## config.mk

```make
export PLATFORM = sky130hd
export DESIGN_NAME = bf5_fifo
export DESIGN_NICKNAME = d
export VERILOG_FILES = /design/src/rtl/bf5_fifo.sv
export SDC_FILE = /design/constraint.sdc
export NUM_CORES = 1
export LEC_CHECK = 0
export ABC_AREA = 1
export BUFFER_PORTS_ARGS = -buffer_cell sky130_fd_sc_hd__buf_2
export CAP_MARGIN = 0
export CORE_ASPECT_RATIO = 0.5
export CORE_MARGIN = 2
export CORE_UTILIZATION = 40
export DETAILED_ROUTE_END_ITERATION = 6
export PLACE_DENSITY_LB_ADDON = 0.1
export SYNTH_ARGS = -nofsm -noshare
export SYNTH_HDL_FRONTEND = slang
export SYNTH_SLANG_ARGS = --single-unit
export TNS_END_PERCENT = 30
```

## constraint.sdc

```tcl
create_clock -name clk -period 5.7 [get_ports clk]
set_input_delay 0.285 -clock clk [delete_from_list [all_inputs] [get_ports clk]]
set_output_delay 0.285 -clock clk [all_outputs]
set_load 0.02 [all_outputs]
```

## src/rtl/bf5_fifo.sv

```systemverilog
// Small register queue that holds finished results until they are taken.
// Standalone; widths come from its parameters.
module bf5_fifo #(
	parameter int unsigned WIDTH = 31,
	parameter int unsigned DEPTH = 8
) (
	input  logic             clk,
	input  logic             arst_n,
	input  logic             push,
	input  logic [WIDTH-1:0] wdata,
	input  logic             pop,
	output logic             nempty,
	output logic [WIDTH-1:0] rdata
);

	localparam int unsigned PW = $clog2(DEPTH);
	localparam int unsigned CW = $clog2(DEPTH + 1);

	logic [WIDTH-1:0] mem_q [DEPTH];
	logic [PW-1:0]    wr_ptr_q;
	logic [PW-1:0]    rd_ptr_q;
	logic [CW-1:0]    count_q;

	// Storage needs no reset.
	always_ff @(posedge clk) begin
		if (push) begin
			mem_q[wr_ptr_q] <= wdata;
		end
	end

	// Pointers wrap at the depth.
	always_ff @(posedge clk or negedge arst_n) begin
		if (!arst_n) begin
			wr_ptr_q <= '0;
			rd_ptr_q <= '0;
			count_q  <= '0;
		end else begin
			if (push) begin
				wr_ptr_q <= (CW'(wr_ptr_q) == CW'(DEPTH - 1)) ? '0 : wr_ptr_q + 1'b1;
			end
			if (pop) begin
				rd_ptr_q <= (CW'(rd_ptr_q) == CW'(DEPTH - 1)) ? '0 : rd_ptr_q + 1'b1;
			end
			count_q <= count_q + CW'(push) - CW'(pop);
		end
	end

	assign nempty = (count_q != '0);
	assign rdata  = mem_q[rd_ptr_q];

endmodule

```

==> flow_summary.toml, run 1 <==
[drt]
vias = 7153
ant_nets = 0
drcViolationCount = 0
wl_mm = 25.0
viasPerCell = 4.49
drtPass1Iterations = 5
routedWlPerCell_um = 15.7
drtIter0Drc = 400

[clocking]
hold_buffers = 1
cts_buffers = 25
cts_root_buf = "clkbuf_16"
cts_tree = "done"
cts_buffer_depth = 3
clkLatencyLatePin_ps = 520
cts.sinks = 258
clk_pin_slew_worst_paths_ps = 70
post_cts_buffers = 0
h-tree-depth = 1
cts-resized-gates = 0

[layout]
layout.cells.most_common_list = "nand2_1, inv_1, edfxtp_1"
multi_input_area_um2 = 2470
nets = 1243
fillers = 2578
syn2layout_area_growth_pct = 13.1
antenna_cells = 0
final_common_cell = "nand2_1"
fin_cells = 1594
seq_area_um2 = 7700
final_layout_size_suffix_gt1_share_pct = 10.3

[placement]
hpwl_mm = 12.9
portBuffers = 66
gp_congestion = 0.711
dp.cells = 1552
preCtsSetupSlack_ps = 2750

[critical_path]
worstPathArrival_ps = 3180
crit_fanout = 89
critPathMaxStageDelay_ps = 790
r2r_end = "mem_q[4][11]"
r2r_slack_ps = 3620
crit_type = "reg2out"
r2r-start = "wr_ptr_q[0]"
critPathCaptureType = "output port"
reg2reg_depth = 4
crit_top_cell = "nand2_1"
crit_path_start_kind = "flip-flop"
slowest_stage = "inv_4"
cp_cell_sequence = "inv_4 > buf_4 > nand2_1 > nand3_1 > nand2_1 > nand2_1 > nand2_1 > buf_2"
worst-endpoint-required_ps = 5410

[timing]
rsz0062_at_grt = "false"
hold_viol_final = 0
maxSlewViolCount = 0
setup_ws_ps = 2240
relSlewSlack_pct = 33.2
final.period_utilization_pct = 60.8
fin_crit_ps = 3460
finalSetupViolCount = 0
worstMarginPinSlew_ps = 1000
worst_clock_skew_ps = 9.18
timing.fmax_mhz = 289
whs_ps = 30.1
final.setup.tns_ps = 0

[pwr]
powerDensity_nw_per_um2 = 460
vdd_ir_drop_max_uv = 282
p_int_mw = 3.80
clockPowerShare_pct = 27.3
power_frac_comb_pct = 32.0
seqPwrFrac_pct = 40.7
p_sw_mw = 2.11
sw_frac_of_total_pct = 35.7
p_leak_nw = 5.94

[job]
maxCapViolCount = 0

[run_status]
status = "completed"

[worst_hold_path]
worstHoldStart = "wdata[2]"
hp-class = "in2reg"
hold_path_depth = 1
holdPathEnd = "mem_q[6][2]"

[floorplan]
die_x_um = 242
initial_core_util_pct = 40.9
core_area_um2 = 27800
core.rowCount = 43
die_area_um2 = 29900
die_height_um = 123
ios = 67

[global_routing]
grt_max_degree = 90
grt_pass1_wl_mm = 38.3
grt_pass1_vias = 6826
antenna_found_initial = 0
track_usage_pct = 16.9
grt-ovfl-total = 0

[synthesis]
yosys_warnings = 0
syn-cell-area_um2 = 11400
postSynthNetCount = 1181
ys_seq_area_share_pct = 67.7
synth_cells = 1136
ys_ff_latch = 258
ys_types = 18
syn-mean-instance-area_um2 = 10.0
area by class of cell:
type / instances / share of cell area [%]
sequential: 258 / 59.9
multi-input combinational: 569 / 19.2
inverter: 263 / 7.70
clock buffer: 29 / 4.98
tap: 382 / 3.72
timing repair buffer: 81 / 3.46
clock inverter: 12 / 1.01
critical path: cells and delay by family (launching register included):
kind                   cells  cell delay, ps
buffers and inverters      3            1470
and+or+nand+nor            5             380
DFF                        1             690
cells by family after synthesis:
logic type / after synthesis / share of synthesized area [%]
buffers and inverters: 309 / 11.1
AND/OR/NAND/NOR: 550 / 19.6
XOR/XNOR: 2 / 0.154
adder cells (fa/ha/maj): 10 / 1.17
flip-flops: 258 / 67.7
AO/OA/AOI/OAI: 7 / 0.308
metal layers:
| metal | share of wire [%] | up-vias | track usage, % |
|---|---|---|---|
| met5 | 0 | - | 0 |
| met4 | 1.4 | 0 | 3.78 |
| met3 | 5.7 | 29 | 2.76 |
| met2 | 46 | 142 | 27.7 |
| met1 | 47 | 3332 | 23.9 |
| li1 | - | 3650 | - |
state kept, by name (all words and copies together) (netlist names):
| signal | cells |
|---|---|
| mem_q | 248 |
| wr_ptr_q | 3 |
| count_q | 4 |
| rd_ptr_q | 3 |
power by group through the flow:
stage	Clock [mW]	Combinational, mW	Sequential [mW]
2_1_floorplan	0	1.34	2.42
3_3_place_gp	0	1.92	2.44
3_5_place_dp	0	1.94	2.45
4_1_cts	1.65	1.95	2.41
5_1_grt	1.73	2.14	2.43
6_report	1.61	1.89	2.41
synth_stat cells, drive strengths merged:
master	n	share of area, %
a21oi	1	0.044
buf	36	2.0
clkbuf	10	0.33
dfrtp	10	2.2
edfxtp	248	66
fa	1	0.18
ha	9	0.99
inv	263	8.7
nand2	412	14
nand3	130	5.7
nor2	8	0.26
o21ai	6	0.26
xor2	2	0.15
worst max path at each step:
stage                start          end
2_1_floorplan  wr_ptr_q[0]  mem_q[0][0]
3_3_place_gp   rd_ptr_q[0]     rdata[7]
3_5_place_dp   rd_ptr_q[0]     rdata[7]
4_1_cts        rd_ptr_q[0]     rdata[7]
5_1_grt        rd_ptr_q[0]     rdata[7]
6_report       rd_ptr_q[0]     rdata[7]
stage by stage:
stage          power, mW  instance area (µm²)  utilization [%]
3_5_place_dp        4.39                12100             43.4
4_1_cts             6.01                12900             46.2
2_1_floorplan       3.75                11400                -
6_report            5.91                12900             46.2
5_1_grt             6.30                12900             46.2
3_3_place_gp        4.36                12100             43.4
No activity file was read; power rests on OpenSTA's default activity.
==> run 2: changes to the inputs <==
Settings changed: ABC_AREA 1 to 0.
Clock period 5.7 ns to 3 ns, I/O delays scaled along.
==> flow_summary.toml, run 2 <==
[clocking]
cts_tree = "done"
h-tree-depth = 1
cts.sinks = 258
cts_buffer_depth = 3
cts-resized-gates = 0
hold_buffers = 34
clkLatencyLatePin_ps = 540
post_cts_buffers = 0
cts_buffers = 24
clk_pin_slew_worst_paths_ps = 60
cts_root_buf = "clkbuf_16"

[floorplan]
initial_core_util_pct = 41.2
die_height_um = 116
ios = 67
die_x_um = 227
core_area_um2 = 24200
core.rowCount = 40
die_area_um2 = 26300

[drt]
vias = 4753
wl_mm = 20.1
drtIter0Drc = 343
drcViolationCount = 0
routedWlPerCell_um = 21.1
drtPass1Iterations = 5
viasPerCell = 4.99
ant_nets = 0

[synthesis]
syn-mean-instance-area_um2 = 20.8
muxShareOfSynthArea_pct = 14.6
ys_top_cells_by_area = "edfxtp_1, mux4_2, nand2_1"
ys_dominant_reg_cell = "edfxtp_1"
yosys.area.top_type = "edfxtp_1"
postSynthNetCount = 524
syn-cell-area_um2 = 9970
ys_seq_area_share_pct = 77.2
synth_cells = 479
yosysMostFrequentCell = "edfxtp_1"
synth_compound_area_share_pct = 0.226
synth_top_area_share_pct = 74.7
synth-edff-count = 248
async_flop_share_pct = 3.88
synth_top_family_by_area = "multiplexers"
yosys.area_share.simple_pct = 4.34
yosys-top-cells-count = "edfxtp_1, nand2_1, mux4_2"
synth-xor-area-share_pct = 0.176
yosys_warnings = 0
synthAdderAreaFrac_pct = 1.33
ys_ff_latch = 258
ys_types = 23

[layout]
fin_cells = 953
fin_area_um2 = 11900
antenna_cells = 0
reg.largest.list = "mem_q x248, count_q x4"
final_common_cell = "edfxtp_1"
final_layout_size_suffix_gt1_share_pct = 30.1
largest-register = "mem_q"
layout.cells.most_common_list = "edfxtp_1, nand2_1, buf_2"
nets = 647
utilization_pct = 49.0
largest_reg_flops = 248
fillers = 2066
syn2layout_area_growth_pct = 19.1

[placement]
portBuffers = 66
preCtsSetupSlack_ps = 965
hpwl_mm = 10.6
gp_congestion = 0.680
placed_area_um2 = 10800
dp.cells = 878

[timing]
relSlewSlack_pct = 57.5
final.period_utilization_pct = 84.3
whs_ps = 32.0
setup_ws_ps = 470
maxSlewViolCount = 0
hold_viol_final = 0
rsz0062_at_grt = "false"
timing.fmax_mhz = 395
fin_crit_ps = 2530
worstMarginPinSlew_ps = 637
finalSetupViolCount = 0
worst_clock_skew_ps = 16.3
final.setup.tns_ps = 0

[pwr]
p_int_mw = 7.71
seqPwrFrac_pct = 41.4
vdd_ir_drop_max_uv = 504
clockPowerShare_pct = 25.8
sw_frac_of_total_pct = 32.2
power_mw = 11.4
p_sw_mw = 3.66
powerDensity_nw_per_um2 = 957
p_leak_nw = 4.10
power_frac_comb_pct = 32.8

[critical_path]
crit_type = "reg2out"
reg2reg_depth = 3
worstPathArrival_ps = 2380
worst-endpoint-required_ps = 2850
crit_path_start_kind = "flip-flop"
critPathCaptureType = "output port"
crit_fanout = 28

[global_routing]
track_usage_pct = 16.2
antenna_found_initial = 0
grt_max_degree = 65
grt-ovfl-total = 0
grt_pass1_wl_mm = 31.1
grt_pass1_vias = 5186

[worst_hold_path]
hp-class = "in2async"

[run_status]
status = "completed"

[job]
maxCapViolCount = 0
run 2: final cells by class:
| type | instances | area (µm²) | area share, % |
|---|---|---|---|
| well taps | 336 | 420 | 3.54 |
| clock inverters | 12 | 116 | 0.979 |
| clock buffers | 29 | 619 | 5.21 |
| flip-flops and latches | 258 | 7700 | 64.8 |
| multi-input cells | 193 | 2120 | 17.8 |
| repair buffers | 117 | 873 | 7.35 |
| inverters | 8 | 30.0 | 0.253 |
run 2: cells by family after synthesis:
| family | Yosys count |
|---|---|
| flops | 258 |
| simple gates | 111 |
| mux | 66 |
| buf+inv | 28 |
| fa+ha+maj | 10 |
| compound gates | 4 |
| xor+xnor | 2 |
run 2: path summary, 6_finish.rpt:
kind / end / slack [ps] / start
worst min-delay path: count_q[2] / 30 / arst_n
worst max-delay path: rdata[30] / 470 / rd_ptr_q[0]
worst max register to register: mem_q[2][12] / 1210 / wr_ptr_q[2]
max in group asynchronous: rd_ptr_q[0] / 2730 / arst_n
worst min register to register: wr_ptr_q[2] / 570 / wr_ptr_q[2]
min in group clk: mem_q[4][6] / 420 / wdata[6]
run 2: routing by layer:
layer / track usage (%) / up-vias / share of wire (%)
li1: - / 2144 / -
met1: 22.9 / 2496 / 46
met2: 26.3 / 83 / 48
met3: 3.14 / 30 / 4.1
met4: 3.62 / 0 / 1.8
met5: 0 / - / 0
run 2: worst max-delay path, cell delays in order, from the launching register on:
cell	delay [ps]
dfrtp_4	420
buf_4	490
mux4_1	620
nand2_1	80
nand2_1	70
buf_2	160
run 2: power by group through the flow:
stage | Clock, mW | Sequential (mW) | Combinational, mW
floorplan | 0 | 4.72 | 2.73
global placement | 0 | 4.78 | 3.79
detailed placement | 0 | 4.79 | 3.79
CTS | 3.01 | 4.72 | 3.84
global route | 3.16 | 4.75 | 4.10
finish | 2.93 | 4.71 | 3.73
==> run 3: changes to the inputs <==
Settings changed: ABC_AREA 0 to 1.
Clock period 3 ns to 2.5 ns, I/O delays scaled along.
==> flow_summary.toml, run 3 (same netlist as run 1, synthesis figures left out) <==
[critical_path]
critPathCaptureType = "output port"
worst-endpoint-required_ps = 2380
crit_fanout = 108
worstPathArrival_ps = 2230
crit_path_start_kind = "flip-flop"
crit_type = "reg2out"

[timing]
finalSetupViolCount = 0
relSlewSlack_pct = 61.1
fin_crit_ps = 2360
setup_ws_ps = 142
timing.fmax_mhz = 424
rsz0062_at_grt = "true"
maxSlewViolCount = 0
worstMarginPinSlew_ps = 584
final.period_utilization_pct = 94.3
hold_viol_final = 0
worst_clock_skew_ps = 17.5

[drt]
wl_mm = 25.3
ant_nets = 0
routedWlPerCell_um = 15.5
vias = 7475
viasPerCell = 4.56
drtIter0Drc = 495
drtPass1Iterations = 5
drcViolationCount = 0

[global_routing]
antenna_found_initial = 0
grt-busiest-layer = "met2"
gr-usage-met3_pct = 2.63
track_usage_pct = 17.5
grt_pass1_vias = 7264
grt_pass1_wl_mm = 40.1
grt-ovfl-total = 0
grt_max_degree = 109
use_met2_pct = 28.0
gr-usage-met1_pct = 25.2

[clocking]
cts_tree = "done"
clk_pin_slew_worst_paths_ps = 60
cts_buffer_depth = 3
h-tree-depth = 1
clkLatencyLatePin_ps = 530
cts_buffers = 25
cts.sinks = 258
post_cts_buffers = 0
cts_root_buf = "clkbuf_16"

[pwr]
p_leak_nw = 6.15
powerDensity_nw_per_um2 = 1020
power_mw = 13.7
vdd_ir_drop_max_uv = 540

[run_status]
status = "completed"

[layout]
layout.cells.most_common_list = "nand2_1, inv_1, edfxtp_1"
reg.largest.list = "mem_q x248, count_q x4"
largest_reg_flops = 248
largest-register = "mem_q"
utilization_pct = 48.1
final_layout_size_suffix_gt1_share_pct = 10.4
final_common_cell = "nand2_1"
fin_cells = 1639
fin_area_um2 = 13400
antenna_cells = 0
nets = 1284
syn2layout_area_growth_pct = 17.7

[placement]
dp.cells = 1559
hpwl_mm = 13.7
placed_area_um2 = 12300
portBuffers = 66
gp_congestion = 0.764
preCtsSetupSlack_ps = 633

[floorplan]
core.rowCount = 43
die_height_um = 123
die_area_um2 = 29900
initial_core_util_pct = 40.9
ios = 67
core_area_um2 = 27800
die_x_um = 242

[job]
maxCapViolCount = 0

[worst_hold_path]
hp-class = "in2reg"
==> run 3: changes by cell type in the layout (fill, tap and decap cells not counted), sizes merged, moves of 62 or more <==
cell	before	now
nand2	96	412
inv	8	264
mux4	62	0
nand3	1	130
==> run 3: cell type report <==
class / instances / area (µm²)
clock buffers: 33 / 656
clock inverters: 12 / 108
fillers: 2598 / 14400
inverters: 263 / 992
multi-input cells: 569 / 2470
flip-flops and latches: 258 / 7700
well taps: 382 / 478
repair buffers: 122 / 976
==> run 3: report_power, final <==
| part | switching [mW] | internal [mW] | leakage [nW] |
|---|---|---|---|
| sequential | 0.220 | 5.30 | 2.37 |
| clock | 1.58 | 2.05 | 0.374 |
| combinational | 3.12 | 1.40 | 3.40 |
==> run 3: path summary, 6_finish.rpt <==
| path | from | to | slack (ps) | cells past startpoint |
|---|---|---|---|---|
| setup / recovery | rd_ptr_q[0] | rdata[2] | 140 | 7 |
| hold / removal | wdata[27] | mem_q[4][27] | 400 | 2 |
| setup reg to reg | wr_ptr_q[0] | mem_q[6][11] | 760 | 4 |
| hold reg to reg | wr_ptr_q[0] | wr_ptr_q[0] | 620 | 2 |
| max in group asynchronous | arst_n | rd_ptr_q[0] | 1430 | 3 |
| min in group asynchronous | arst_n | count_q[1] | 650 | 3 |
==> run 3: timing repair <==
item,CTS,global route
hold endpoints to repair,265,0
gates resized for setup,0,1
hold buffers,35,0
setup endpoints to repair,0,8
==> run 3: metal layers <==
layer  vias to the layer above  wire length, µm
li1                       3739                -
met1                      3599            12700
met2                       101            11400
met3                        36              765
met4                         0              495
met5                         -                0
==> run 3: per-stage QoR <==
| step | hold slack (ps) | setup TNS, ps |
|---|---|---|
| final | 397 | 0 |
| after global routing | 410 | -24.3 |
| after CTS | 378 | 0 |
| after detailed placement | 26.6 | 0 |
| after global placement | 22.3 | 0 |
| after floorplan | -171 | 0 |
==> run 3: worst max-delay path: stages (launching register included) <==
cell,delay [ps]
dfrtp_4,590
buf_12,470
nand2_1,110
nand3_1,90
nand2_1,60
nand2_1,60
nand2_1,90
buf_2,170
