==> src/rtl/bf5_pkg.sv <==
// Shared types, constants and the reciprocal table for the 5x5 box filter.
// Used by the top module, the column cell and the testbench; depends on nothing else.
package bf5_pkg;

	// Field and register widths
	localparam int unsigned PIX_W      = 8;
	localparam int unsigned ACTION_W   = 1;
	localparam int unsigned COL_W      = 10;
	localparam int unsigned ROW_W      = 12;
	localparam int unsigned FW_W       = 11;
	localparam int unsigned FH_W       = 13;
	localparam int unsigned CFG_DATA_W = 13;
	localparam int unsigned CFG_IDX_W  = 1;

	// Default frame limits and register reset values
	localparam int unsigned DEF_MAX_WIDTH  = 1024;
	localparam int unsigned DEF_MAX_HEIGHT = 4096;
	localparam logic [FW_W-1:0] FW_RESET = FW_W'(640);
	localparam logic [FH_W-1:0] FH_RESET = FH_W'(480);

	// Register indexes
	localparam logic [CFG_IDX_W-1:0] REG_FRAME_WIDTH  = 1'b0;
	localparam logic [CFG_IDX_W-1:0] REG_FRAME_HEIGHT = 1'b1;

	// Input word actions
	localparam logic [ACTION_W-1:0] ACT_PUSH  = 1'b0;
	localparam logic [ACTION_W-1:0] ACT_DRAIN = 1'b1;

	// Window geometry: five taps per column, four older rows per line word
	localparam int unsigned TAPS     = 5;
	localparam int unsigned LANES    = TAPS - 1;
	localparam int unsigned LINE_W   = LANES * PIX_W;
	localparam int unsigned COLSUM_W = 11;
	localparam int unsigned SUM_W    = 13;
	localparam int unsigned CNT_W    = 5;

	// Division by the tap count as a multiply by a rounded-up reciprocal
	localparam int unsigned RECIP_SHIFT = 21;
	localparam int unsigned RECIP_W     = 22;
	localparam int unsigned PROD_W      = SUM_W + RECIP_W;

	// Result queue depth
	localparam int unsigned OUT_DEPTH = 8;

	typedef logic [TAPS-1:0][PIX_W-1:0] col_t;

	typedef struct packed {
		logic             shift;
		logic [TAPS-1:0]  row_ok;
		logic             col_ok;
	} cell_ctl_t;

	typedef struct packed {
		logic [COL_W-1:0] col;
		logic [ROW_W-1:0] row;
		logic             last;
	} meta_t;

	typedef struct packed {
		logic [PIX_W-1:0] filtered;
		meta_t            meta;
	} res_t;

	// ceil(2^21 / n) for every possible tap count
	function automatic logic [RECIP_W-1:0] recip_of(input logic [CNT_W-1:0] n);
		logic [RECIP_W-1:0] r;
		case (n)
			5'd1:    r = 22'd2097152;
			5'd2:    r = 22'd1048576;
			5'd3:    r = 22'd699051;
			5'd4:    r = 22'd524288;
			5'd5:    r = 22'd419431;
			5'd6:    r = 22'd349526;
			5'd7:    r = 22'd299594;
			5'd8:    r = 22'd262144;
			5'd9:    r = 22'd233017;
			5'd10:   r = 22'd209716;
			5'd11:   r = 22'd190651;
			5'd12:   r = 22'd174763;
			5'd13:   r = 22'd161320;
			5'd14:   r = 22'd149797;
			5'd15:   r = 22'd139811;
			5'd16:   r = 22'd131072;
			5'd17:   r = 22'd123362;
			5'd18:   r = 22'd116509;
			5'd19:   r = 22'd110377;
			5'd20:   r = 22'd104858;
			5'd21:   r = 22'd99865;
			5'd22:   r = 22'd95326;
			5'd23:   r = 22'd91181;
			5'd24:   r = 22'd87382;
			5'd25:   r = 22'd83887;
			default: r = '0;
		endcase
		return r;
	endfunction

endpackage

==> src/rtl/bf5_cell.sv <==
// One window column cell: holds five pixels of one column and passes them on.
// Depends on bf5_pkg for the column and control types.
module bf5_cell (
	input  logic                          clk,
	input  bf5_pkg::cell_ctl_t            ctl,
	input  bf5_pkg::col_t                 col_in,
	output bf5_pkg::col_t                 col_out,
	output logic [bf5_pkg::COLSUM_W-1:0]  colsum_s3
);
	import bf5_pkg::*;

	col_t                col_q;
	logic [COLSUM_W-1:0] colsum;

	// The column moves one cell along for every counted word.
	always_ff @(posedge clk) begin
		if (ctl.shift) begin
			col_q <= col_in;
		end
	end

	assign col_out = col_q;

	// Masked sum of the taps of this column that lie inside the frame.
	always_comb begin
		colsum = '0;
		for (int i = 0; i < TAPS; i++) begin
			if (ctl.row_ok[i]) begin
				colsum = colsum + COLSUM_W'(col_q[i]);
			end
		end
		if (!ctl.col_ok) begin
			colsum = '0;
		end
	end

	always_ff @(posedge clk) begin
		colsum_s3 <= colsum;
	end

endmodule

==> config.mk <==
export PLATFORM = sky130hd
export DESIGN_NAME = bf5_cell
export DESIGN_NICKNAME = d
export VERILOG_FILES = /design/src/rtl/bf5_pkg.sv /design/src/rtl/bf5_cell.sv
export SDC_FILE = /design/constraint.sdc
export NUM_CORES = 1
export LEC_CHECK = 0
export BUFFER_PORTS_ARGS = -buffer_cell sky130_fd_sc_hd__buf_4
export CORE_ASPECT_RATIO = 0.75
export CORE_MARGIN = 2
export CORE_UTILIZATION = 58
export CTS_BUF_LIST = sky130_fd_sc_hd__clkbuf_4
export CTS_CLUSTER_DIAMETER = 200
export DETAILED_ROUTE_END_ITERATION = 8
export PLACE_DENSITY = 0.92
export SLEW_MARGIN = 20
export SYNTH_ARGS = -nofsm -noshare
export SYNTH_HDL_FRONTEND = slang
export SYNTH_SLANG_ARGS = --single-unit
export TNS_END_PERCENT = 30
==> constraint.sdc <==
create_clock -name clk -period 16.11 [get_ports clk]
set_input_delay 2.4165 -clock clk [delete_from_list [all_inputs] [get_ports clk]]
set_output_delay 2.4165 -clock clk [all_outputs]
set_load 0.02 [all_outputs]
==> out/results.txt, run 1 <==
Slew Viols, Final: 0
dpl ws: 8300 ps
DRT antenna net count: 0
1st-iter DRT viols: 177
worst hold stages: 3
Max Clock Freq: 132 MHz
critical register-to-register path startpoint: col_out[0]$_DFFE_PP_
Post-CTS Hold Buffers: 0
Inst Count DP: 491
hold crit path type: flip-flop to flip-flop
Die ar.: 6610 um^2
largest net degree at the start of global routing: 41
worst reg2reg endpoint: colsum_s3[10]$_SDFF_PN0_
hpwl dp: 6160 um
Post-Route WL: 8110 um
R2R Setup Slk: 10330 ps
Seq. cell area: 1420 um^2
slowest CP cell: fa_1
CP arrival: 7910 ps
Tot GR Track Use: 25.0%
critical path capture point type: flip-flop
most frequent cells in the layout: buf_4 (98), edfxtp_1 (40), ha_1 (31)
post-synth design cell area: 3460 um^2
Critical Path RT: 16430 ps
Slew @ Worst Pin: 517 ps
register area share after synthesis: 41.0%
Cell Area, Placed: 4250 um^2
row cnt: 24
initial antenna violation count: 0
Diodes inserted: 0
# port buffers: 98
worst hold start: col_out[32]$_DFFE_PP_
Setup Buffers After CTS: 0
post-synthesis register bit count: 51
Synth top area share: 34.7%
count of cell types in the netlist: 59
total CTS buffers: 5
H-tree depth: 2
min cycle time layout: 7600 ps
Layout Cells excl Fill: 499
# setup viols final: 0
Final Cycle Share: 47.1%
fillcell total: 412
multi-input logic area: 1920 um^2
syn avg cell area: 10.8 um^2
clock latency on the worst-skew pair: 370 ps
vias in the first global route: 2856
Async SR Flop Fraction: 0%
Die Ht: 70.9 um
Final Cell Area: 4330 um^2
RSZ-0062 raised after global routing: false
core area: 5800 um^2
EDFF count, synth: 40
wire length per cell: 16.2 um
leading area contributor after synthesis: edfxtp_1
Synth area leaders: edfxtp_1 (35%), ha_1 (11%), dfxtp_1 (6.4%), nand2_1 (3.0%), nor2_1 (2.8%)
status: finished, final reports clean
Layout Skew: 12.8 ps
synth warn: 0
hold worst-path end: colsum_s3[0]$_SDFF_PN0_
total power: 489 uW
Synth Flop Type: edfxtp_1
CTS resizes: 0
TritonRoute pass-1 iters: 4
final core utilization: 74.8%
GPL Wtd Cong: 0.888
Post-Synthesis Cells: 321
fin nets: 503
Crit Path Class: input port to flip-flop
initial core utilization: 59.8%
Vias per Instance: 5.84
Clock Tree Buf Depth: 2
most common cell after layout, fill and taps aside: buf_4
CTS root buffer: clkbuf_4
Net Count, Synth: 404
Startpoint Class: input port
worst-path maximum fanout: 10
Crit path top cell by count: ha_1
layout cells sized above 1: 30.4%
pwr/cell area: 113 nW/um^2
TritonCTS clock tree: built
DR DRC count: 0
Max Cap Viol: 0
r2r worst-path depth: 28
I/O pin cnt: 99
clock slew at reported path FFs: 140 ps
clock sinks: 51
first-pass GRT wire length: 13300 um
P&R area growth vs syn: 25.1%
Slew headroom: 65.5%
worst hold slack: 716 ps
VDD IR max: 68.0 uV
final worst setup slack: 8510 ps
DIE WIDTH: 93.2 um
Final Hold Fails: 0
final sum of negative setup slack: 0 ps
crit-path max cell delay: 450 ps
total number of vias: 2912
gr ovfl total: 0
Pleak: 1.92 nW
[power breakdown]
part	switching [mW]	leakage [nW]	internal, mW	total (mW)
logic	0.135	1.39	0.111	0.246
clock network	0.0409	0.0419	0.0345	0.0753
registers	0.00837	0.483	0.159	0.167
total	0.185	1.92	0.304	0.489
[state kept, by name, summed over array words and instances (netlist names)]
name       cells
colsum_s3     11
col_out       40
[cell families (layout without fill, tap and decap cells)]
family | Yosys count | count (layout) | share of synthesized area (%)
flip-flops | 51 | 51 | 41.0
AND/OR/NAND/NOR | 82 | 82 | 11.4
buffers and inverters | 26 | 126 | 3.54
adder cells (fa/ha/maj) | 35 | 35 | 13.5
multiplexers | 12 | 12 | 3.68
XOR/XNOR | 18 | 18 | 4.55
AO/OA/AOI/OAI | 97 | 97 | 22.2
[how the worst max path moves through the flow]
stage	start	to	cells past startpoint
final	ctl[1]	colsum_s3[10]$_SDFF_PN0_	29
after global routing	ctl[1]	colsum_s3[10]$_SDFF_PN0_	29
after CTS	ctl[1]	colsum_s3[10]$_SDFF_PN0_	29
after detailed placement	ctl[1]	colsum_s3[10]$_SDFF_PN0_	29
after global placement	ctl[1]	colsum_s3[10]$_SDFF_PN0_	29
after floorplan	ctl[1]	colsum_s3[10]$_SDFF_PN0_	29
[layer usage]
| metal | global-route usage [%] | wire length, um | vias to the layer above |
|---|---|---|---|
| met5 | 0 | 0 | - |
| li1 | - | - | 1398 |
| met1 | 33.0 | 3470 | 1359 |
| met3 | 4.26 | 519 | 17 |
| met2 | 43.3 | 4000 | 138 |
| met4 | 6.37 | 127 | 0 |
[worst max-delay path: cells and delay by family]
family / cells / cell delay (ps)
adders and majority gates: 5 / 1630
xor gates and xnor gates: 1 / 110
and+or+nand+nor: 4 / 620
AOI/OAI and AO/OA: 16 / 2800
buffers and inverters: 3 / 310
[area by class of cell]
class	count	share of cell area (%)
Multi-Input combinational cell	244	44.3
Sequential cell	51	32.8
Timing Repair Buffer	98	17.0
Tap cell	78	2.25
Inverter	20	1.73
Clock buffer	6	1.04
Clock inverter	2	0.866
[synthesized netlist by cell type, types with 6 or more instances]
| cell type | instances |
|---|---|
| a21oi_1 | 15 |
| a21o_1 | 8 |
| xnor2_1 | 11 |
| nand2_1 | 28 |
| o21ai_0 | 14 |
| dfxtp_1 | 11 |
| ha_1 | 31 |
| edfxtp_1 | 40 |
| mux2i_1 | 6 |
| inv_1 | 19 |
| mux2_2 | 6 |
| nor2_1 | 26 |
| o21a_1 | 8 |
| xor2_1 | 7 |
No activity file was read; power rests on OpenSTA's default activity.
==> inputs of run 2 (changes only) <==
--- a/config.mk
+++ b/config.mk
@@ -8,11 +8,11 @@
 export BUFFER_PORTS_ARGS = -buffer_cell sky130_fd_sc_hd__buf_4
 export CORE_ASPECT_RATIO = 0.75
 export CORE_MARGIN = 2
-export CORE_UTILIZATION = 58
+export CORE_UTILIZATION = 54
 export CTS_BUF_LIST = sky130_fd_sc_hd__clkbuf_4
 export CTS_CLUSTER_DIAMETER = 200
 export DETAILED_ROUTE_END_ITERATION = 8
-export PLACE_DENSITY = 0.92
+export PLACE_DENSITY = 0.86
 export SLEW_MARGIN = 20
 export SYNTH_ARGS = -nofsm -noshare
 export SYNTH_HDL_FRONTEND = slang
==> constraint.sdc (replaced) <==
create_clock -name clk -period 7.9 [get_ports clk]
set_input_delay 1.185 -clock clk [delete_from_list [all_inputs] [get_ports clk]]
set_output_delay 1.185 -clock clk [all_outputs]
set_load 0.02 [all_outputs]
==> run 2 against run 1 <==
  * Power increased by 94%
  * Global-route usage decreased by 2.7 points
  * Clock power increased by 57%
  * Sequential share of layout area increased by 0.20 points
  * Combinational power increased by 100%
  * Design area decreased by 0.61%
  * Critical path type unchanged
  * Largest cell class unchanged
==> out/results.txt, run 2 (synthesized netlist as in run 1, its figures left out) <==
status: finished, final reports clean (unchanged)
layout cells sized above 1: 30.4% (unchanged)
worst-path maximum fanout: 10 (unchanged)
VDD IR max: 135 uV (was 68.0 uV)
max FFs per register: 40 (unchanged)
Final Cycle Share: 77.7%
Startpoint Class: input port (unchanged)
initial antenna violation count: 0 (unchanged)
Clock Tree Buf Depth: 2 (unchanged)
Diodes inserted: 0 (unchanged)
DRT antenna net count: 0 (unchanged)
logic gate share of total power: 51.7% (was 50.4%)
initial core utilization: 55.4% (was 59.8%)
min cycle time layout: 6140 ps
most frequent cells in the layout: buf_4 (98), edfxtp_1 (40), ha_1 (31) (unchanged)
Slew Viols, Final: 0 (unchanged)
Setup Buffers After CTS: 0 (unchanged)
hold crit path type: flip-flop to flip-flop (unchanged)
I/O pin cnt: 99 (unchanged)
clock slew at reported path FFs: 150 ps (was 140 ps)
Vias per Instance: 5.67 (was 5.84)
GPL Wtd Cong: 0.886 (was 0.888)
1st-iter DRT viols: 130 (was 177)
row cnt: 25 (was 24)
Cell Area, Placed: 4250 um^2 (about the same)
Flop pwr share: 35.9% (was 34.2%)
P&R area growth vs syn: 24.3% (was 25.1%)
Slew headroom: 65.0% (was 65.5%)
clock group share of total power: 12.4% (was 15.4%)
hpwl dp: 6150 um (was 6160 um)
total internal power: 582 uW (was 304 uW)
Critical Path RT: 8190 ps (was 16430 ps)
Layout Skew: 9.65 ps (was 12.8 ps)
TritonCTS clock tree: built (unchanged)
Inst Count DP: 494 (was 491)
total CTS buffers: 5 (unchanged)
first-pass GRT wire length: 12300 um (was 13300 um)
# port buffers: 98 (unchanged)
Final Cell Area: 4310 um^2 (was 4330 um^2)
Die ar.: 7080 um^2 (was 6610 um^2)
gr ovfl total: 0 (unchanged)
Die Ht: 73.4 um (was 70.9 um)
Pleak: 1.91 nW (was 1.92 nW)
crit-path max cell delay: 430 ps (was 450 ps)
Crit Path Class: input port to flip-flop (unchanged)
sw frac: 38.6% (was 37.8%)
wire length per cell: 15.4 um (was 16.2 um)
CP arrival: 6430 ps (was 7910 ps)
largest net degree at the start of global routing: 41 (unchanged)
RSZ-0062 raised after global routing: false (unchanged)
Max Clock Freq: 163 MHz
dpl ws: 1380 ps (was 8300 ps)
CTS root buffer: clkbuf_4 (unchanged)
# setup viols final: 0 (unchanged)
Post-Route WL: 7740 um (was 8110 um)
NetSw: 366 uW (was 185 uW)
Layout Cells excl Fill: 502 (was 499)
final worst setup slack: 1760 ps (was 8510 ps)
final core utilization: 68.8% (was 74.8%)
pwr/cell area: 220 nW/um^2 (was 113 nW/um^2)
Post-CTS Hold Buffers: 0 (unchanged)
DR DRC count: 0 (unchanged)
fin nets: 503 (unchanged)
Slew @ Worst Pin: 526 ps (was 517 ps)
final sum of negative setup slack: 0 ps (unchanged)
CTS resizes: 0 (unchanged)
slowest CP cell: fa_1 (unchanged)
critical path capture point type: flip-flop (unchanged)
TritonRoute pass-1 iters: 4 (unchanged)
DIE WIDTH: 96.5 um (was 93.2 um)
Tot GR Track Use: 22.4% (was 25.0%)
total power: 949 uW (was 489 uW)
worst hold slack: 714 ps (was 716 ps)
Crit path top cell by count: ha_1 (unchanged)
Max Cap Viol: 0 (unchanged)
clock sinks: 51 (unchanged)
core area: 6260 um^2 (was 5800 um^2)
clock latency on the worst-skew pair: 380 ps (was 370 ps)
vias in the first global route: 2765 (was 2856)
H-tree depth: 2 (unchanged)
total number of vias: 2844 (was 2912)
Final Hold Fails: 0 (unchanged)
most common cell after layout, fill and taps aside: buf_4 (unchanged)
## run 2: cell count changes in the layout (fill, tap and decap cells not counted)
cell        previous run  this run
bufinv_16              1         0
clkbuf_4               6         5
clkinv_2               0         3
clkinvlp_4             1         0
## run 2: power by group through the flow
stage	Combinational [mW]	Clock [mW]	Sequential, mW
after floorplan	0.318	0	0.384
after global placement	0.466	0	0.346
after detailed placement	0.486	0	0.347
after CTS	0.489	0.120	0.341
after global routing	0.543	0.127	0.344
final	0.491	0.118	0.341
## run 2: final cells by class
type | instances | area [um^2]
fill | 510 | 1950
tap | 81 | 101
multi-input combinational | 244 | 1920
inverter | 20 | 75.1
sequential | 51 | 1420
timing repair buffer | 98 | 736
clock inverter | 3 | 15.0
clock buffer | 5 | 37.5
## run 2: final timing paths
path	depth (start not counted)	from	slack, ps	to
setup reg to reg	28	col_out[2]$_DFFE_PP_	2340	colsum_s3[10]$_SDFF_PN0_
hold / removal	3	col_out[32]$_DFFE_PP_	710	colsum_s3[0]$_SDFF_PN0_
setup / recovery	29	ctl[1]	1760	colsum_s3[10]$_SDFF_PN0_
hold reg to reg	3	col_out[32]$_DFFE_PP_	710	colsum_s3[0]$_SDFF_PN0_
## run 2: critical path: cells and delay by family
| kind | cells | cell delay (ps) |
|---|---|---|
| AO/OA/AOI/OAI | 11 | 1710 |
| AND/OR/NAND/NOR | 6 | 850 |
| XOR/XNOR | 3 | 370 |
| adder cells (fa/ha/maj) | 5 | 1570 |
| buffers and inverters | 2 | 200 |
| multiplexers | 2 | 560 |
## run 2: metal layers
metal	vias up	wire (um)	track usage, %
li1	1402	-	-
met4	0	192	9.08
met5	-	0	0
met2	89	3550	36.1
met1	1333	3530	29.3
met3	20	477	4.92
==> inputs of run 3 (changes only) <==
==> constraint.sdc (replaced) <==
create_clock -name clk -period 5.9 [get_ports clk]
set_input_delay 0.885 -clock clk [delete_from_list [all_inputs] [get_ports clk]]
set_output_delay 0.885 -clock clk [all_outputs]
set_load 0.02 [all_outputs]
==> run 3 against run 2 <==
  * Register-to-register slack got worse by 1800 ps
  * Design area up 2.1%
  * Sequential power is 34% higher
  * Largest cell class unchanged
  * Clock power increased by 36%
  * Combinational power rose by 37%
  * Power grew 36%
  * Highest routed layer unchanged
  * Non-clock buffer count rose by 8
  * Sequential share of layout area decreased by 0.67 points
==> out/results.txt, run 3 (synthesized netlist as in run 1, its figures left out) <==
status: finished, final reports clean (unchanged)
Slew Viols, Final: 0 (unchanged)
Tot GR Track Use: 21.7% (was 22.4%)
RSZ-0062 raised after global routing: false (unchanged)
# port buffers: 98 (unchanged)
initial core utilization: 55.4% (unchanged)
TritonCTS clock tree: built (unchanged)
Die Ht: 73.4 um (unchanged)
CTS root buffer: clkbuf_4 (unchanged)
clock slew at reported path FFs: 160 ps (was 150 ps)
Layout Cells excl Fill: 510 (was 502)
P&R area growth vs syn: 26.9% (was 24.3%)
Startpoint Class: input port (unchanged)
total CTS buffers: 5 (unchanged)
total number of vias: 2855 (was 2844)
VDD IR max: 173 uV (was 135 uV)
most frequent cells in the layout: buf_4 (106), edfxtp_1 (40), ha_1 (31) (was buf_4 (98), edfxtp_1 (40), ha_1 (31))
Die ar.: 7080 um^2 (unchanged)
DRT antenna net count: 0 (unchanged)
crit-path max cell delay: 430 ps (about the same)
largest net degree at the start of global routing: 41 (unchanged)
Clock Tree Buf Depth: 2 (unchanged)
Final Hold Fails: 0 (unchanged)
hold crit path type: input port to flip-flop (was flip-flop to flip-flop)
first-pass GRT wire length: 11900 um (was 12300 um)
total power: 1.29 mW (was 949 uW)
GPL Wtd Cong: 0.911 (was 0.886)
I/O pin cnt: 99 (unchanged)
Layout Skew: 22.1 ps (was 9.65 ps)
Critical Path RT: 6180 ps (was 8190 ps)
CP top delay family: compound AO/OA/AOI/OAI gates (unchanged)
layout cells sized above 1: 33.1% (was 30.4%)
Crit path top cell by count: ha_1 (unchanged)
Inst Count DP: 502 (was 494)
initial antenna violation count: 0 (unchanged)
most common cell after layout, fill and taps aside: buf_4 (unchanged)
vias in the first global route: 2637 (was 2765)
clock latency on the worst-skew pair: 370 ps (was 380 ps)
final core utilization: 70.3% (was 68.8%)
CP arrival: 5840 ps (was 6430 ps)
Max Cap Viol: 0 (unchanged)
Slew @ Worst Pin: 529 ps (was 526 ps)
hpwl dp: 6010 um (was 6150 um)
1st-iter DRT viols: 202 (was 130)
core area: 6260 um^2 (unchanged)
H-tree depth: 2 (unchanged)
pwr/cell area: 294 nW/um^2 (was 220 nW/um^2)
Final Cell Area: 4400 um^2 (was 4310 um^2)
worst-path maximum fanout: 4 (was 10)
Diodes inserted: 0 (unchanged)
fin nets: 511 (was 503)
Slew headroom: 64.7% (was 65.0%)
min cycle time layout: 5570 ps
worst hold slack: 672 ps (was 714 ps)
DR DRC count: 0 (unchanged)
max FFs per register: 40 (unchanged)
gr ovfl total: 0 (unchanged)
critical path capture point type: flip-flop (unchanged)
slowest CP cell: fa_2 (was fa_1)
Pleak: 1.95 nW (was 1.91 nW)
row cnt: 25 (unchanged)
CP bufs+invs: 2 (unchanged)
Crit Path Class: input port to flip-flop (unchanged)
Cell Area, Placed: 4310 um^2 (was 4250 um^2)
DIE WIDTH: 96.5 um (unchanged)
Post-Route WL: 7620 um (was 7740 um)
Vias per Instance: 5.60 (was 5.67)
Post-CTS Hold Buffers: 0 (unchanged)
Final Cycle Share: 94.3%
clock sinks: 51 (unchanged)
wire length per cell: 14.9 um (was 15.4 um)
TritonRoute pass-1 iters: 5 (was 4)
Max Clock Freq: 180 MHz
# setup viols final: 0 (unchanged)
run 3: report_power, final:
group	total (mW)	internal, mW	switching [mW]	leakage (nW)
clock	0.161	0.0498	0.112	0.0331
combinational	0.675	0.317	0.358	1.43
sequential	0.456	0.433	0.0223	0.483
total	1.29	0.800	0.492	1.95
run 3: area by class of cell:
cell class              instances  area, um^2
multi-input cells             244        1950
repair buffers                106         796
well taps                      81         101
inverters                      20        75.1
clock buffers                   6        45.0
fillers                       503        1860
clock inverters                 2        8.76
flip-flops and latches         51        1420
run 3: timing repair:
| action | 4_1_cts | 5_1_grt |
|---|---|---|
| setup buffers | 0 | 0 |
| resized for setup | 0 | 9 |
| endpoints found under the setup margin | 0 | 1 |
run 3: worst paths after layout:
check	cells after the start	slack (ps)	endpoint	startpoint
hold reg to reg	3	710	colsum_s3[0]$_SDFF_PN0_	col_out[32]$_DFFE_PP_
setup / recovery	28	330	colsum_s3[10]$_SDFF_PN0_	ctl[1]
hold / removal	1	670	col_out[13]$_DFFE_PP_	col_in[13]
setup reg to reg	27	500	colsum_s3[10]$_SDFF_PN0_	col_out[0]$_DFFE_PP_
run 3: through the flow:
| stage | setup slack (ps) | TNS (ps) |
|---|---|---|
| 6_report | 335 | 0 |
| 3_5_place_dp | -131 | -131 |
| 5_1_grt | 14.1 | 0 |
| 3_3_place_gp | 71.8 | 0 |
| 4_1_cts | 276 | 0 |
| 2_1_floorplan | 201 | 0 |
run 3: layer usage:
metal / GRT usage, % / routed length (um)
met3: 3.90 / 458
met2: 35.3 / 3540
met1: 29.8 / 3530
met4: 6.26 / 101
met5: 0 / 0
run 3: worst register-to-register path, stage by stage (launching register included):
cell	delay, ps
edfxtp_1	430
and2_1	190
ha_1	200
inv_1	80
fa_2	430
mux2i_2	240
ha_1	300
a211oi_2	250
nor2_1	100
o21a_1	170
nor2_1	120
xnor2_1	90
mux2_2	290
ha_1	320
or2_4	260
o31ai_1	70
a21oi_1	90
a21oi_1	180
xnor2_1	130
nor2_1	50
a31oi_1	190
ha_1	300
o21ai_0	210
a21oi_2	80
nor2b_1	160
o21bai_1	120
a21boi_0	100
o21a_1	190
